==> src/design/swmr_pkg.sv <==
`timescale 1ns / 1ps
`default_nettype none
// ----------------------------------------------------------------------------
// swmr_pkg: shared constants for the sliding-window range unit
// Defaults for the top-level parameters, register map and state codes.
// ----------------------------------------------------------------------------
package swmr_pkg;

  localparam int MAX_WINDOW_DEF  = 64;
  localparam int SAMPLE_BITS_DEF = 16;

  // configuration register map
  localparam int SPAN_BITS = 6;
  localparam int APB_AW    = 3;
  localparam int APB_DW    = 32;
  localparam logic [0:0] REG_WINDOW_SPAN = 1'b0;

  // control states of the top level
  localparam logic [1:0] ST_IDLE   = 2'd0;
  localparam logic [1:0] ST_LAUNCH = 2'd1;
  localparam logic [1:0] ST_SCAN   = 2'd2;

endpackage : swmr_pkg
`default_nettype wire

==> src/design/swmr_cell.sv <==
`timescale 1ns / 1ps
`default_nettype none
// ----------------------------------------------------------------------------
// swmr_cell: one window position of the sample chain
// Holds one sample, shifted in from the newer neighbor. A scan token that
// carries the running min and max walks toward the newest cell, folding in
// the sample of each cell it passes.
// ----------------------------------------------------------------------------
module swmr_cell
  import swmr_pkg::*;
#(
  parameter int SAMPLE_BITS = SAMPLE_BITS_DEF
) (
  input  wire logic                   clk,
  input  wire logic                   rst,
  input  wire logic                   shift,
  input  wire logic [SAMPLE_BITS-1:0] smp_in,
  output logic      [SAMPLE_BITS-1:0] smp_out,
  input  wire logic                   inject,
  input  wire logic                   tok_vin,
  input  wire logic [SAMPLE_BITS-1:0] tok_lo_in,
  input  wire logic [SAMPLE_BITS-1:0] tok_hi_in,
  output logic                        tok_vout,
  output logic      [SAMPLE_BITS-1:0] tok_lo_out,
  output logic      [SAMPLE_BITS-1:0] tok_hi_out
);

  logic [SAMPLE_BITS-1:0] smp;
  logic                   tok_v;
  logic [SAMPLE_BITS-1:0] tok_lo;
  logic [SAMPLE_BITS-1:0] tok_hi;
  logic [SAMPLE_BITS-1:0] lo_src;
  logic [SAMPLE_BITS-1:0] hi_src;
  logic [SAMPLE_BITS-1:0] tok_lo_next;
  logic [SAMPLE_BITS-1:0] tok_hi_next;

  // an injected token starts from the identity of min and max
  assign lo_src      = inject ? '1 : tok_lo_in;
  assign hi_src      = inject ? '0 : tok_hi_in;
  assign tok_lo_next = (smp < lo_src) ? smp : lo_src;
  assign tok_hi_next = (smp > hi_src) ? smp : hi_src;

  always_ff @(posedge clk) begin
    if (shift) begin
      smp <= smp_in;
    end
    tok_lo <= tok_lo_next;
    tok_hi <= tok_hi_next;
  end

  always_ff @(posedge clk) begin
    if (rst) begin
      tok_v <= 1'b0;
    end else begin
      tok_v <= inject | tok_vin;
    end
  end

  assign smp_out    = smp;
  assign tok_vout   = tok_v;
  assign tok_lo_out = tok_lo;
  assign tok_hi_out = tok_hi;

endmodule : swmr_cell
`default_nettype wire

==> config.mk <==
export PLATFORM = sky130hd
export DESIGN_NAME = swmr_cell
export DESIGN_NICKNAME = d
export VERILOG_FILES = /design/src/design/swmr_pkg.sv /design/src/design/swmr_cell.sv
export SDC_FILE = /design/constraint.sdc
export NUM_CORES = 1
export LEC_CHECK = 0
export BUFFER_PORTS_ARGS = -buffer_cell sky130_fd_sc_hd__clkbuf_2
export CORE_MARGIN = 1.5
export CORE_UTILIZATION = 50
export CTS_CLUSTER_SIZE = 24
export DETAILED_ROUTE_END_ITERATION = 8
export MAX_ROUTING_LAYER = met4
export PLACE_DENSITY_LB_ADDON = 0.12
export REMOVE_ABC_BUFFERS = 1
export SETUP_SLACK_MARGIN = 0.02
export SLEW_MARGIN = 20
export SYNTH_ARGS = -nofsm -noshare
export SYNTH_HDL_FRONTEND = slang
export SYNTH_SLANG_ARGS = --single-unit
==> constraint.sdc <==
create_clock -name clk -period 3.6 [get_ports clk]
set_input_delay 0 -clock clk [delete_from_list [all_inputs] [get_ports clk]]
set_output_delay 0 -clock clk [all_outputs]
set_load 0.02 [all_outputs]
==> Word level (Yosys, flattened, before mapping) <==
Cells that the tools add are included.
{ "classes": {"mul": 0, "order_cmp": 2, "eq_ne": 0, "n_div": 0, "n_addsub": 0, "bitwise": 1, "mux": 4, "n_shift": 0, "n_reduce_logical": 0} }
{ "op_table": {"columns": ["cell", "n"], "rows": [
  ["$mux W16", 4],
  ["$gt A16 B16 Y1", 1],
  ["$lt A16 B16 Y1", 1],
  ["$or A1 B1 Y1", 1]
]} }
{ "totals": {"word_cells": 11, "input_bits": 53, "regBits": 49, "rom_bits": 0, "n_memories": 0, "latch_bits": 0, "out_inout_bits": 49, "mem_bits_rw": 0} }

==> Longest topological paths before layout <==
Gate-level depths: netlist (run 1).
{ "depth": {"depth_word": 3, "mapped_depth": 11, "mapped_depth_nobuf": 8} }

==> Worst setup path after synthesis (run 1) <==
OpenSTA, ideal clock, no wires.
{ "synth_timing": {"path_type": "register to register", "from": "register smp[13] (netlist: smp_out[13])", "to": "register tok_hi[13] (netlist: tok_hi_out[13])", "path_buffers": 2, "t_arrival_ps": 2153, "setup_slack_ps": 1313, "period_less_slack_ps": 2287, "stages_incl_launch_ff": 9, "setup_ps": 134, "required_time_ps": 3466, "path_cell_list": "edfxtp_1 ha_1 nand4_2 o21bai_4 or3_1 buf_2 buf_6 o311ai_1 o211ai_1"} }
{ "synth_via": {"elab_chain_len": 2} }
{ "synth_rtl": {"columns": ["item", "line_no", "source"], "rows": [
  ["from (decl)", "swmr_cell.sv:28", "logic [SAMPLE_BITS-1:0] smp;"],
  ["from (signal assigned)", "swmr_cell.sv:45", "smp <= smp_in;"],
  ["$gt A16 B16 Y1", "swmr_cell.sv:41", "assign tok_hi_next = (smp > hi_src) ? smp : hi_src;"],
  ["$mux W16 (*)", "swmr_cell.sv:41", null],
  ["named net tok_hi_next[13]", "swmr_cell.sv:35", "logic [SAMPLE_BITS-1:0] tok_hi_next;"],
  ["to (signal assigned)", "swmr_cell.sv:48", "tok_hi <= tok_hi_next;"],
  ["to (decl)", "swmr_cell.sv:31", "logic [SAMPLE_BITS-1:0] tok_hi;"]
]} }
Mark *: on every way through the listed nets, which the timed path passes. The rest lies on a longest branch.
A chain may end at the register's enable or synchronous reset.

==> Final worst setup path (run 1) <==
{ "layout_timing": {"from": "register smp[15] (netlist: smp_out[15])", "to": "register tok_hi[0] (netlist: tok_hi_out[0])"} }
{ "layout_via": {"elab_chain_len": 2} }
{ "layout_rtl": {"columns": ["item", "line_no"], "rows": [
  ["$gt A16 B16 Y1", "swmr_cell.sv:41"],
  ["$mux W16", "swmr_cell.sv:41"],
  ["named net tok_hi_next[0]", "swmr_cell.sv:35"]
]} }
The timed path passes the listed nets, and every way through them passes these cells.

==> impl_metrics.prom, run 1 <==
# TYPE chip_impl_metric gauge
chip_impl_info{name="run_status",value="complete, no violations"} 1
chip_impl_metric{name="maximum_fanout_along_the_worst_path",unit=""} 17
chip_impl_metric{name="cp_data_arrival_time",unit="ps"} 2970
chip_impl_info{name="critPathLaunchType",value="flip-flop"} 1
chip_impl_info{name="r2r-start",value="smp_out[15]$_DFFE_PP_"} 1
chip_impl_metric{name="ys_ff_latch",unit=""} 49
chip_impl_metric{name="skew_pair_late_insertion_delay",unit="ps"} 310
chip_impl_metric{name="initial_utilization",unit="%"} 53.2
chip_impl_info{name="timing.critical_path.to_type",value="flip-flop"} 1
chip_impl_info{name="classification_of_the_worst_slack_hold_path",value="input port to flip-flop"} 1
chip_impl_metric{name="final_layout_size_suffix_gt1_share",unit="%"} 29.5
chip_impl_metric{name="areaGrowthSynthToFinish",unit="%"} 34.1
chip_impl_metric{name="dpl_worst_slack",unit="ps"} 750
chip_impl_metric{name="cts-root-to-sink-buffers",unit=""} 2
chip_impl_metric{name="largest_net_degree_at_the_start_of_global_routing",unit=""} 19
chip_impl_metric{name="yosysWarningCount",unit=""} 0
chip_impl_info{name="most_frequently_used_flop_master_after_synthesis",value="sky130_fd_sc_hd__dfxtp_1"} 1
chip_impl_metric{name="cts_made_buffers",unit=""} 5
chip_impl_metric{name="holdPathStages",unit=""} 3
chip_impl_metric{name="worst_setup_hold_path_clk_slew",unit="ps"} 90
chip_impl_metric{name="clock_sink_count",unit=""} 49
chip_impl_metric{name="h-tree-depth",unit=""} 2
chip_impl_metric{name="multi_input_comb_area",unit="um^2"} 1490
chip_impl_metric{name="vdd.ir_drop.worst",unit="uV"} 248
chip_impl_metric{name="core_area",unit="um^2"} 5240
chip_impl_metric{name="first_global_vias",unit=""} 2551
chip_impl_metric{name="final_nets",unit=""} 493
chip_impl_metric{name="synthesis.area_per_instance",unit="um^2"} 9.84
chip_impl_metric{name="max_cap_viol_count",unit=""} 0
chip_impl_metric{name="synth_edf_count",unit=""} 16
chip_impl_metric{name="die_w",unit="um"} 77.6
chip_impl_metric{name="die_y",unit="um"} 77.6
chip_impl_metric{name="total_power",unit="mW"} 1.46
chip_impl_metric{name="wire_length_of_the_first_global_routing_pass",unit="um"} 12000
chip_impl_metric{name="worst_slew_margin_rel",unit="%"} 43.5
chip_impl_info{name="grt_setup_unrepaired",value="no"} 1
chip_impl_metric{name="top_level_ports",unit=""} 102
chip_impl_metric{name="detailedRoute.firstIterationViolations",unit=""} 152
chip_impl_metric{name="cell_area_after_synthesis",unit="um^2"} 2780
chip_impl_metric{name="tns",unit="ps"} 0
chip_impl_metric{name="seqCellArea",unit="um^2"} 1140
chip_impl_metric{name="power.density_cell_area",unit="nW/um^2"} 392
chip_impl_metric{name="worst_reg2reg_setup_slack",unit="ps"} 790
chip_impl_info{name="clock_tree.root_cell",value="sky130_fd_sc_hd__clkbuf_8"} 1
chip_impl_metric{name="synth-seq-area-share",unit="%"} 41.0
chip_impl_metric{name="post-route-worst-setup-slack",unit="ps"} 789
chip_impl_metric{name="finalSetupViolations",unit=""} 0
chip_impl_metric{name="antenna_found_initial",unit=""} 0
chip_impl_metric{name="timing_worst_slew_pin_value",unit="ps"} 844
chip_impl_metric{name="route.detailed.wl_per_inst",unit="um"} 15.2
chip_impl_metric{name="reg2regPathDepth",unit=""} 7
chip_impl_metric{name="drt_wl_total",unit="um"} 7280
chip_impl_metric{name="maxClockFrequency",unit="MHz"} 356
chip_impl_metric{name="critPathMaxStageDelay",unit="ps"} 490
chip_impl_metric{name="hpwlAfterDp",unit="um"} 5020
chip_impl_info{name="cpMostUsedCell",value="sky130_fd_sc_hd__o311ai_0"} 1
chip_impl_metric{name="detail_route.drc_violations",unit=""} 0
chip_impl_info{name="min_from",value="tok_lo_in[14]"} 1
chip_impl_metric{name="die-area",unit="um^2"} 6020
chip_impl_metric{name="fillCellCount",unit=""} 422
chip_impl_info{name="tritoncts",value="built"} 1
chip_impl_metric{name="detail-route-antenna-nets",unit=""} 0
chip_impl_metric{name="post-route-period-util",unit="%"} 78.1
chip_impl_info{name="critical_path.reg2reg.endpoint",value="tok_hi_out[0]$_DFF_P_"} 1
chip_impl_metric{name="clock_period_minus_final_worst_setup_slack",unit="ps"} 2810
chip_impl_metric{name="place.gp.congestion",unit=""} 0.913
chip_impl_info{name="critical_path_class",value="flip-flop to flip-flop"} 1
chip_impl_metric{name="detail_route.vias_per_cell",unit=""} 5.46
chip_impl_metric{name="final_max_slew_viol_count",unit=""} 0
chip_impl_metric{name="route.vias.total",unit=""} 2622
chip_impl_metric{name="final-hold-violation-count",unit=""} 0
chip_impl_info{name="timing.hold.worst_endpoint",value="tok_lo_out[14]$_DFF_P_"} 1
chip_impl_metric{name="detailedRoute.firstPassIterationCount",unit=""} 4
chip_impl_metric{name="floorplan.rows",unit=""} 26
chip_impl_metric{name="synth-async-reset-ratio",unit="%"} 0
chip_impl_metric{name="synth_cell_type_count",unit=""} 36
chip_impl_metric{name="globalRoute.totalOverflow",unit=""} 0
chip_impl_info{name="timing.critical_path.cells",value="ha_1 -> nand4_2 -> nor4_2 -> nand2_1 -> buf_4 -> o311ai_0 -> o311ai_0"} 1
chip_impl_metric{name="aggregate_global_route_resource_usage",unit="%"} 25.8
chip_impl_metric{name="critical_path_required",unit="ps"} 3760
chip_impl_metric{name="clock_skew",unit="ps"} 10.5
chip_impl_metric{name="numPortBuffers",unit=""} 101
chip_impl_metric{name="cellLeakagePower",unit="nW"} 1.71
chip_impl_metric{name="synthesized_instance_count",unit=""} 283
chip_impl_metric{name="number_of_antenna_cells_inserted",unit=""} 0
chip_impl_info{name="cp_slowest_cell",value="sky130_fd_sc_hd__nor4_2"} 1
## worst max-delay path by stage
stage	from	end	slack (ps)	cells past startpoint
after CTS	smp_out[14]$_DFFE_PP_	tok_lo_out[14]$_DFF_P_	790	7
final	smp_out[15]$_DFFE_PP_	tok_hi_out[0]$_DFF_P_	790	7
after detailed placement	inject	tok_lo_out[14]$_DFF_P_	750	10
after global routing	smp_out[13]$_DFFE_PP_	tok_hi_out[0]$_DFF_P_	520	7
after global placement	inject	tok_lo_out[13]$_DFF_P_	800	10
after floorplan	smp_out[14]$_DFFE_PP_	tok_lo_out[0]$_DFF_P_	1080	6
## state kept, by name (all words and copies together), names as in the netlist
signal and cells:
tok_lo_out 16, smp_out 16, tok_vout 1, tok_hi_out 16
## worst max-delay path: cells and delay by family (launching register included)
family | cells | cell delay, ps
adder cells (fa/ha/maj) | 1 | 370
buffers and inverters | 1 | 350
flip-flops | 1 | 470
AO/OA/AOI/OAI | 2 | 310
AND/OR/NAND/NOR | 3 | 1170
## cell type report
type / count / area share [%]
clock buffer: 8 / 2.41
multi-input combinational: 198 / 39.9
sequential: 49 / 30.6
inverter: 18 / 1.81
tap: 70 / 2.35
timing repair buffer: 137 / 22.9
## through the flow
step | util [%] | hold slack (ps) | instance area [um^2] | instances
floorplan | - | 72.4 | 2700 | 265
global placement | 63.4 | 160 | 3320 | 440
detailed placement | 63.4 | 163 | 3320 | 440
CTS | 71.3 | 6.25 | 3730 | 480
global route | 71.3 | 3.90 | 3730 | 480
finish | 71.3 | 1.48 | 3730 | 480
## cells by family after synthesis
kind of cell	count (synthesis)	synth area share [%]
simple gates	95	18.7
compound gates	56	15.1
flops	49	41.0
buf+inv	36	5.57
fa+ha+maj	31	13.9
mux	16	5.80
## per-layer routing
layer,vias up,wire length [um],track usage [%]
li1,1313,-,-
met1,1199,3310,33.1
met2,95,3400,41.1
met3,15,412,3.88
met4,0,151,9.45
met5,-,0,-
## synthesized netlist by cell type (all sizes together) (3+ instances only)
library cell,count,area [um^2]
nand2b,16,100
inv,18,67.6
nand2,11,41.3
a21oi,13,72.6
o311ai,17,149
clkbuf,9,33.8
o211ai,16,120
nand4,5,37.5
edfxtp,16,480
dfxtp,33,661
nor2,22,82.6
ha,31,388
nand3,18,90.1
buf,9,53.8
mux2i,15,150
nor4,17,113
a21o,3,22.5
o21ai,5,28.8
## repair_timing
action                                 in CTS  in global routing
hold buffers                               32                  0
setup buffers                               0                  0
endpoints found under the hold margin      31                  0
resized for setup                           0                  0
## report_power, final
group          switching (mW)  total, mW  internal, mW
clock                   0.175      0.332         0.157
combinational           0.264      0.452         0.188
sequential             0.0367      0.680         0.643
## cells in the final DEF (no fill, tap or decap), drive strengths merged, types with 3 or more instances in the layout
master,synthesis,final
edfxtp,16,16
clkbuf,9,109
o21ai,5,5
ha,31,31
mux2i,15,15
nand4,5,5
o211ai,16,16
buf,9,4
o311ai,17,17
a21o,3,3
nand2b,16,16
nor2,22,22
nand3,18,18
dlygate4sd3,0,32
nand2,11,11
a21oi,13,13
inv,18,18
dfxtp,33,33
nor4,17,17
No activity file was read; power rests on OpenSTA's default activity.
==> inputs of run 2 (changes only) <==
- ABC_AREA: unset -> 1
- CORE_UTILIZATION: 50 -> 49
- clock period: 3.6 -> 2.8 ns (I/O delays scaled with it)
==> run 2 against run 1 <==
Against the previous run: global-route usage fell by 2.7 points; routed wire length down 13%; clock skew decreased by 5.1 ps; largest power group unchanged.
==> impl_metrics.prom, run 2 <==
# TYPE chip_impl_metric gauge
chip_impl_info{name="run_status",value="complete, no violations"} 1
chip_impl_metric{name="maximum_fanout_along_the_worst_path",unit=""} 17
chip_impl_metric{name="place.gp.congestion",unit=""} 0.857
chip_impl_metric{name="final_layout_size_suffix_gt1_share",unit="%"} 26.2
chip_impl_metric{name="clock_skew",unit="ps"} 5.35
chip_impl_metric{name="drt_wl_total",unit="um"} 6340
chip_impl_metric{name="post-route-worst-setup-slack",unit="ps"} 773
chip_impl_metric{name="globalRoute.totalOverflow",unit=""} 0
chip_impl_metric{name="internal",unit="mW"} 1.26
chip_impl_metric{name="synthesized_instance_count",unit=""} 321
chip_impl_metric{name="die_w",unit="um"} 75.9
chip_impl_info{name="cpMostUsedCell",value="sky130_fd_sc_hd__nand2_1"} 1
chip_impl_metric{name="synthesis.area_per_instance",unit="um^2"} 8.11
chip_impl_metric{name="synth_top_area_share",unit="%"} 25.4
chip_impl_metric{name="cell_area_after_synthesis",unit="um^2"} 2600
chip_impl_metric{name="detail-route-antenna-nets",unit=""} 0
chip_impl_metric{name="max_cap_viol_count",unit=""} 0
chip_impl_info{name="ys_top_cells_by_area",value="sky130_fd_sc_hd__dfxtp_1 (25%), sky130_fd_sc_hd__edfxtp_1 (18%), sky130_fd_sc_hd__ha_1 (15%), sky130_fd_sc_hd__nand2_1 (15%), sky130_fd_sc_hd__nand3_1 (6.2%)"} 1
chip_impl_info{name="timing.critical_path.cells",value="ha_1 -> nand2_1 -> inv_1 -> nand3_2 -> nor3_4 -> nand4_4 -> nand2_4 -> nand2_1 -> nand2_1"} 1
chip_impl_metric{name="critical_path_required",unit="ps"} 3040
chip_impl_info{name="synth_top_cells_by_count",value="sky130_fd_sc_hd__nand2_1 (102), sky130_fd_sc_hd__inv_1 (39), sky130_fd_sc_hd__dfxtp_1 (33)"} 1
chip_impl_metric{name="worst_slew_margin_rel",unit="%"} 67.8
chip_impl_info{name="most_common_cell_after_layout_fill_and_taps_aside",value="sky130_fd_sc_hd__nand2_1"} 1
chip_impl_metric{name="power_switching",unit="mW"} 0.627
chip_impl_metric{name="yosysWarningCount",unit=""} 0
chip_impl_metric{name="dpl_worst_slack",unit="ps"} 625
chip_impl_metric{name="post-route-period-util",unit="%"} 72.4
chip_impl_metric{name="stdcell_count",unit=""} 528
chip_impl_metric{name="tns",unit="ps"} 0
chip_impl_metric{name="synth-seq-area-share",unit="%"} 43.8
chip_impl_metric{name="aggregate_global_route_resource_usage",unit="%"} 23.1
chip_impl_metric{name="skew_pair_late_insertion_delay",unit="ps"} 300
chip_impl_metric{name="cts_made_buffers",unit=""} 5
chip_impl_metric{name="initial_utilization",unit="%"} 51.0
chip_impl_metric{name="number_of_antenna_cells_inserted",unit=""} 0
chip_impl_info{name="most_common_cell_in_the_synthesized_netlist",value="sky130_fd_sc_hd__nand2_1"} 1
chip_impl_info{name="timing.critical_path.to_type",value="flip-flop"} 1
chip_impl_metric{name="detail_route.vias_per_cell",unit=""} 4.73
chip_impl_metric{name="floorplan.rows",unit=""} 26
chip_impl_metric{name="maxClockFrequency",unit="MHz"} 493
chip_impl_metric{name="ys_ff_latch",unit=""} 49
chip_impl_metric{name="cts_resized",unit=""} 0
chip_impl_metric{name="die-area",unit="um^2"} 5760
chip_impl_metric{name="reg2regPathDepth",unit=""} 9
chip_impl_metric{name="first_global_vias",unit=""} 2221
chip_impl_info{name="critical-path-top-delay-family",value="simple AND/OR/NAND/NOR gates"} 1
chip_impl_info{name="critPathLaunchType",value="flip-flop"} 1
chip_impl_metric{name="critPathMaxStageDelay",unit="ps"} 470
chip_impl_info{name="tritoncts",value="built"} 1
chip_impl_metric{name="route.vias.total",unit=""} 2498
chip_impl_metric{name="clock_period_minus_final_worst_setup_slack",unit="ps"} 2030
chip_impl_metric{name="largest_net_degree_at_the_start_of_global_routing",unit=""} 20
chip_impl_info{name="classification_of_the_worst_slack_hold_path",value="input port to flip-flop"} 1
chip_impl_metric{name="wire_length_of_the_first_global_routing_pass",unit="um"} 9530
chip_impl_metric{name="power.clock.fraction",unit="%"} 22.2
chip_impl_info{name="grt_setup_unrepaired",value="no"} 1
chip_impl_metric{name="cellLeakagePower",unit="nW"} 2.01
chip_impl_metric{name="cp_data_arrival_time",unit="ps"} 2270
chip_impl_metric{name="timing_worst_slew_pin_value",unit="ps"} 482
chip_impl_metric{name="power.density_cell_area",unit="nW/um^2"} 523
chip_impl_info{name="cp_slowest_cell",value="sky130_fd_sc_hd__edfxtp_1"} 1
chip_impl_info{name="most_frequently_used_flop_master_after_synthesis",value="sky130_fd_sc_hd__dfxtp_1"} 1
chip_impl_metric{name="p_sw_share",unit="%"} 33.3
chip_impl_info{name="final_cell_mix",value="sky130_fd_sc_hd__nand2_1 (102), sky130_fd_sc_hd__clkbuf_2 (101), sky130_fd_sc_hd__inv_1 (39), sky130_fd_sc_hd__dlygate4sd3_1 (36), sky130_fd_sc_hd__dfxtp_1 (33)"} 1
chip_impl_metric{name="cp_num_cells",unit=""} 9
chip_impl_metric{name="crit_buf_inv",unit=""} 1
chip_impl_metric{name="finalSetupViolations",unit=""} 0
chip_impl_metric{name="antenna_found_initial",unit=""} 0
chip_impl_metric{name="clock_sink_count",unit=""} 49
chip_impl_metric{name="final-hold-violation-count",unit=""} 0
chip_impl_metric{name="share_seq_of_total_power",unit="%"} 47.3
chip_impl_metric{name="numPortBuffers",unit=""} 101
chip_impl_metric{name="detailedRoute.firstPassIterationCount",unit=""} 4
chip_impl_metric{name="die_y",unit="um"} 75.9
chip_impl_metric{name="synth_cell_type_count",unit=""} 26
chip_impl_metric{name="dp.cells",unit=""} 485
chip_impl_metric{name="comb_power_share",unit="%"} 30.6
chip_impl_metric{name="synth_edf_count",unit=""} 16
chip_impl_metric{name="holdPathStages",unit=""} 5
chip_impl_metric{name="final_max_slew_viol_count",unit=""} 0
chip_impl_metric{name="areaGrowthSynthToFinish",unit="%"} 38.3
chip_impl_metric{name="finish.utilization",unit="%"} 70.5
chip_impl_metric{name="h-tree-depth",unit=""} 2
chip_impl_metric{name="detail_route.drc_violations",unit=""} 0
chip_impl_metric{name="detailedRoute.firstIterationViolations",unit=""} 109
chip_impl_metric{name="cts-root-to-sink-buffers",unit=""} 2
chip_impl_metric{name="synth-async-reset-ratio",unit="%"} 0
chip_impl_metric{name="core_area",unit="um^2"} 5110
chip_impl_info{name="netlist.top_cell.by_area",value="sky130_fd_sc_hd__dfxtp_1"} 1
chip_impl_metric{name="top_level_ports",unit=""} 102
chip_impl_metric{name="vdd.ir_drop.worst",unit="uV"} 323
chip_impl_metric{name="hpwlAfterDp",unit="um"} 4630
chip_impl_metric{name="whs",unit="ps"} 4.91
chip_impl_metric{name="route.detailed.wl_per_inst",unit="um"} 12.0
chip_impl_metric{name="worst_setup_hold_path_clk_slew",unit="ps"} 80
chip_impl_info{name="clock_tree.root_cell",value="sky130_fd_sc_hd__clkbuf_8"} 1
chip_impl_metric{name="final_nets",unit=""} 542
chip_impl_info{name="critical_path_class",value="flip-flop to flip-flop"} 1
==> run 2: cell types whose count changed after synthesis, moves of 6 or more <==
cell / before / now
sky130_fd_sc_hd__nand2_1: 11 / 102
sky130_fd_sc_hd__inv_1: 18 / 39
sky130_fd_sc_hd__nand2b_1: 16 / 0
sky130_fd_sc_hd__nor4_1: 16 / 0
sky130_fd_sc_hd__o211ai_1: 16 / 0
sky130_fd_sc_hd__mux2i_1: 15 / 0
sky130_fd_sc_hd__nand3_1: 18 / 32
sky130_fd_sc_hd__o311ai_1: 11 / 0
sky130_fd_sc_hd__clkbuf_1: 9 / 0
sky130_fd_sc_hd__o311ai_0: 6 / 0
==> run 2: layer usage <==
layer | vias up | share of wire [%] | global-route usage, %
met5 | - | 0 | -
met4 | 0 | 1.2 | 7.14
met3 | 10 | 4.4 | 4.76
met2 | 67 | 49 | 39.2
met1 | 1117 | 45 | 27.4
li1 | 1304 | - | -
==> run 2: power groups by stage <==
stage | sequential (mW) | clock (mW) | combinational, mW
after floorplan | 1.02 | 0 | 0.221
after global placement | 0.907 | 0 | 0.523
after detailed placement | 0.907 | 0 | 0.538
after CTS | 0.890 | 0.428 | 0.579
after global routing | 0.901 | 0.451 | 0.647
final | 0.891 | 0.417 | 0.576
==> run 2: per-stage QoR <==
stage | power (mW) | cell area [um^2]
after global placement | 1.43 | 3150
final | 1.88 | 3600
after detailed placement | 1.45 | 3150
after global routing | 2.00 | 3600
after floorplan | 1.24 | 2540
after CTS | 1.90 | 3600
==> run 2: worst paths after layout <==
path,from,endpoint,slack [ps]
max,smp_out[15]$_DFFE_PP_,tok_hi_out[8]$_DFF_P_,770
min,tok_hi_in[5],tok_hi_out[5]$_DFF_P_,5
max reg2reg,smp_out[15]$_DFFE_PP_,tok_hi_out[8]$_DFF_P_,770
min reg2reg,smp_out[0]$_DFFE_PP_,tok_lo_out[0]$_DFF_P_,620
==> run 2: timing repair <==
| item | CTS | global route |
|---|---|---|
| endpoints found under the setup margin | 0 | 0 |
| endpoints found under the hold margin | 35 | 0 |
| setup buffers | 0 | 0 |
| hold buffers | 36 | 0 |
==> run 2: cell type report <==
type	count	area, um^2
fillers	459	1510
inverters	40	150
repair buffers	139	881
clock buffers	7	86.3
flip-flops and latches	49	1140
well taps	70	87.6
multi-input cells	223	1250
==> run 2: kinds of logic (layout without fill, tap and decap cells) <==
kind of cell               count (synthesis)  count (layout)  share of synthesized area [%]
adders and majority gates                 31              31                           14.9
AOI/OAI and AO/OA                         21              21                           4.23
buffers and inverters                     49             186                           8.02
DFF                                       49              49                           43.8
and+or+nand+nor                          171             171                           29.0
==> run 2: tightest hold or removal path, cell delays in order <==
cell and delay [ps]:
sky130_fd_sc_hd__clkbuf_2 80, sky130_fd_sc_hd__nand2_1 60, sky130_fd_sc_hd__inv_1 50, sky130_fd_sc_hd__nand2_1 40, sky130_fd_sc_hd__nand2_1 40
==> inputs of run 3 (changes only) <==
- clock period: 2.8 -> 2 ns (I/O delays scaled with it)
==> run 3 against run 2 <==
Against the previous run: flip-flop and latch count did not move; hold slack improved by 11 ps; sequential share of layout area fell by 1.8 points; die area did not move; via count rose by 4.6%; clock power rose by 65%; maximum frequency rose by 8.9%; critical endpoint is now tok_hi_out[1]$_DFF_P_; critical path depth rose by 1; first-iteration DRC count fell by 13%; power rose by 48%; largest cell class unchanged; global-route usage rose by 2.6 points; clock-buffer cell count did not move.
==> impl_metrics.prom, run 3 (synthesized netlist as in run 2, its figures left out) <==
# TYPE chip_impl_metric gauge
chip_impl_info{name="run_status",value="complete, no violations"} 1
chip_impl_metric{name="cts_made_buffers",unit=""} 5
chip_impl_metric{name="post-route-period-util",unit="%"} 93.0
chip_impl_info{name="critPathLaunchType",value="flip-flop"} 1
chip_impl_metric{name="skew_pair_late_insertion_delay",unit="ps"} 310
chip_impl_metric{name="final-hold-violation-count",unit=""} 0
chip_impl_metric{name="core_area",unit="um^2"} 5110
chip_impl_metric{name="route.detailed.wl_per_inst",unit="um"} 12.2
chip_impl_metric{name="vdd.ir_drop.worst",unit="uV"} 601
chip_impl_metric{name="cp_data_arrival_time",unit="ps"} 2060
chip_impl_metric{name="final_nets",unit=""} 563
chip_impl_info{name="tritoncts",value="built"} 1
chip_impl_metric{name="drt_wl_total",unit="um"} 6720
chip_impl_metric{name="number_of_antenna_cells_inserted",unit=""} 0
chip_impl_info{name="clock_tree.root_cell",value="sky130_fd_sc_hd__clkbuf_8"} 1
chip_impl_metric{name="maximum_fanout_along_the_worst_path",unit=""} 10
chip_impl_metric{name="detail_route.drc_violations",unit=""} 0
chip_impl_metric{name="finalSetupViolations",unit=""} 0
chip_impl_metric{name="areaGrowthSynthToFinish",unit="%"} 46.4
chip_impl_metric{name="power.density_cell_area",unit="nW/um^2"} 734
chip_impl_info{name="grt_setup_unrepaired",value="no"} 1
chip_impl_metric{name="worst_setup_hold_path_clk_slew",unit="ps"} 80
chip_impl_metric{name="top_level_ports",unit=""} 102
chip_impl_metric{name="maxClockFrequency",unit="MHz"} 537
chip_impl_metric{name="cellLeakagePower",unit="nW"} 2.12
chip_impl_info{name="top_usage_layer",value="met2"} 1
chip_impl_metric{name="initial_utilization",unit="%"} 51.0
chip_impl_metric{name="worst_slew_margin_rel",unit="%"} 72.8
chip_impl_metric{name="max_cap_viol_count",unit=""} 0
chip_impl_metric{name="detailedRoute.firstIterationViolations",unit=""} 95
chip_impl_metric{name="whs",unit="ps"} 16.3
chip_impl_metric{name="final_max_slew_viol_count",unit=""} 0
chip_impl_info{name="classification_of_the_worst_slack_hold_path",value="input port to flip-flop"} 1
chip_impl_metric{name="multi_input_comb_area",unit="um^2"} 1260
chip_impl_metric{name="final_layout_size_suffix_gt1_share",unit="%"} 29.0
chip_impl_info{name="most_common_cell_after_layout_fill_and_taps_aside",value="sky130_fd_sc_hd__nand2_1"} 1
chip_impl_metric{name="detail-route-antenna-nets",unit=""} 0
chip_impl_metric{name="clock_period_minus_final_worst_setup_slack",unit="ps"} 1860
chip_impl_metric{name="fillCellCount",unit=""} 431
chip_impl_metric{name="aggregate_global_route_resource_usage",unit="%"} 25.7
chip_impl_metric{name="groute.layer.met1.usage",unit="%"} 32.3
chip_impl_metric{name="detail_route.vias_per_cell",unit=""} 4.75
chip_impl_metric{name="die_w",unit="um"} 75.9
chip_impl_metric{name="wire_length_of_the_first_global_routing_pass",unit="um"} 10700
chip_impl_info{name="final_cell_mix",value="sky130_fd_sc_hd__nand2_1 (102), sky130_fd_sc_hd__clkbuf_2 (101), sky130_fd_sc_hd__dlygate4sd3_1 (41), sky130_fd_sc_hd__inv_1 (39), sky130_fd_sc_hd__dfxtp_1 (33)"} 1
chip_impl_metric{name="h-tree-depth",unit=""} 2
chip_impl_metric{name="hpwlAfterDp",unit="um"} 4840
chip_impl_metric{name="die-area",unit="um^2"} 5760
chip_impl_metric{name="antenna_found_initial",unit=""} 0
chip_impl_metric{name="globalRoute.totalOverflow",unit=""} 0
chip_impl_metric{name="clock_skew",unit="ps"} 10.1
chip_impl_metric{name="critical_path_required",unit="ps"} 2200
chip_impl_metric{name="place.gp.congestion",unit=""} 0.919
chip_impl_metric{name="use_met2",unit="%"} 41.2
chip_impl_metric{name="cts-root-to-sink-buffers",unit=""} 2
chip_impl_metric{name="seqCellArea",unit="um^2"} 1140
chip_impl_info{name="timing.critical_path.to_type",value="flip-flop"} 1
chip_impl_metric{name="clock_sink_count",unit=""} 49
chip_impl_metric{name="grt_util_met3",unit="%"} 4.76
chip_impl_metric{name="route.vias.total",unit=""} 2612
chip_impl_metric{name="detailedRoute.firstPassIterationCount",unit=""} 4
chip_impl_metric{name="numPortBuffers",unit=""} 101
chip_impl_metric{name="timing_worst_slew_pin_value",unit="ps"} 407
chip_impl_metric{name="tns",unit="ps"} 0
chip_impl_info{name="critical_path_class",value="flip-flop to flip-flop"} 1
chip_impl_metric{name="floorplan.rows",unit=""} 26
chip_impl_metric{name="die_y",unit="um"} 75.9
chip_impl_metric{name="first_global_vias",unit=""} 2402
chip_impl_metric{name="largest_net_degree_at_the_start_of_global_routing",unit=""} 20
run 3: where the power goes:
group / total, mW / switching, mW / internal (mW)
clock: 0.689 / 0.331 / 0.358
sequential: 1.24 / 0.0689 / 1.17
combinational: 0.870 / 0.517 / 0.353
total: 2.80 / 0.917 / 1.88
run 3: cell type report:
class	count	area share (%)
well taps	70	2.30
multi-input cells	223	33.0
repair buffers	160	27.9
clock buffers	7	2.82
flip-flops and latches	49	29.9
clock inverters	1	0.164
inverters	40	3.94
run 3: per-stage QoR:
stage | area [um^2] | power [mW] | setup slack, ps | std cells | utilization (%)
detailed placement | 3260 | 2.05 | 127 | 498 | 63.9
global placement | 3260 | 2.04 | 150 | 498 | 63.9
global route | 3810 | 2.97 | 23.3 | 550 | 74.6
finish | 3810 | 2.80 | 139 | 550 | 74.6
CTS | 3790 | 2.81 | 94.4 | 547 | 74.2
floorplan | 2540 | 1.73 | 47.1 | 312 | -
run 3: worst max-delay path: stages, from the launching register on:
cell,delay [ps]
sky130_fd_sc_hd__edfxtp_1,470
sky130_fd_sc_hd__ha_1,350
sky130_fd_sc_hd__a21oi_1,180
sky130_fd_sc_hd__nor2_1,50
sky130_fd_sc_hd__nor3_1,130
sky130_fd_sc_hd__nand2_1,90
sky130_fd_sc_hd__nand2_2,80
sky130_fd_sc_hd__nand2_4,90
sky130_fd_sc_hd__buf_4,180
sky130_fd_sc_hd__nand3_1,80
sky130_fd_sc_hd__nand2_1,50
run 3: metal layers:
| layer | up-vias | share of wire (%) |
|---|---|---|
| li1 | 1346 | - |
| met1 | 1154 | 45 |
| met2 | 97 | 47 |
| met3 | 15 | 5.5 |
| met4 | 0 | 2.5 |
| met5 | - | 0 |
run 3: final timing paths:
kind | from | end | slack (ps) | cells after the start
worst min register to register | smp_out[0]$_DFFE_PP_ | tok_hi_out[0]$_DFF_P_ | 600 | 2
worst min-delay path | tok_hi_in[8] | tok_hi_out[8]$_DFF_P_ | 20 | 5
worst max-delay path | smp_out[5]$_DFFE_PP_ | tok_hi_out[1]$_DFF_P_ | 140 | 10
worst max register to register | smp_out[5]$_DFFE_PP_ | tok_hi_out[1]$_DFF_P_ | 140 | 10
run 3: what timing repair did:
| item | 4_1_cts | 5_1_grt |
|---|---|---|
| endpoints found under the setup margin | 0 | 16 |
| hold endpoints to repair | 40 | 0 |
| buffers inserted | 0 | 3 |
| resized for setup | 0 | 2 |
| hold buffers | 41 | 0 |
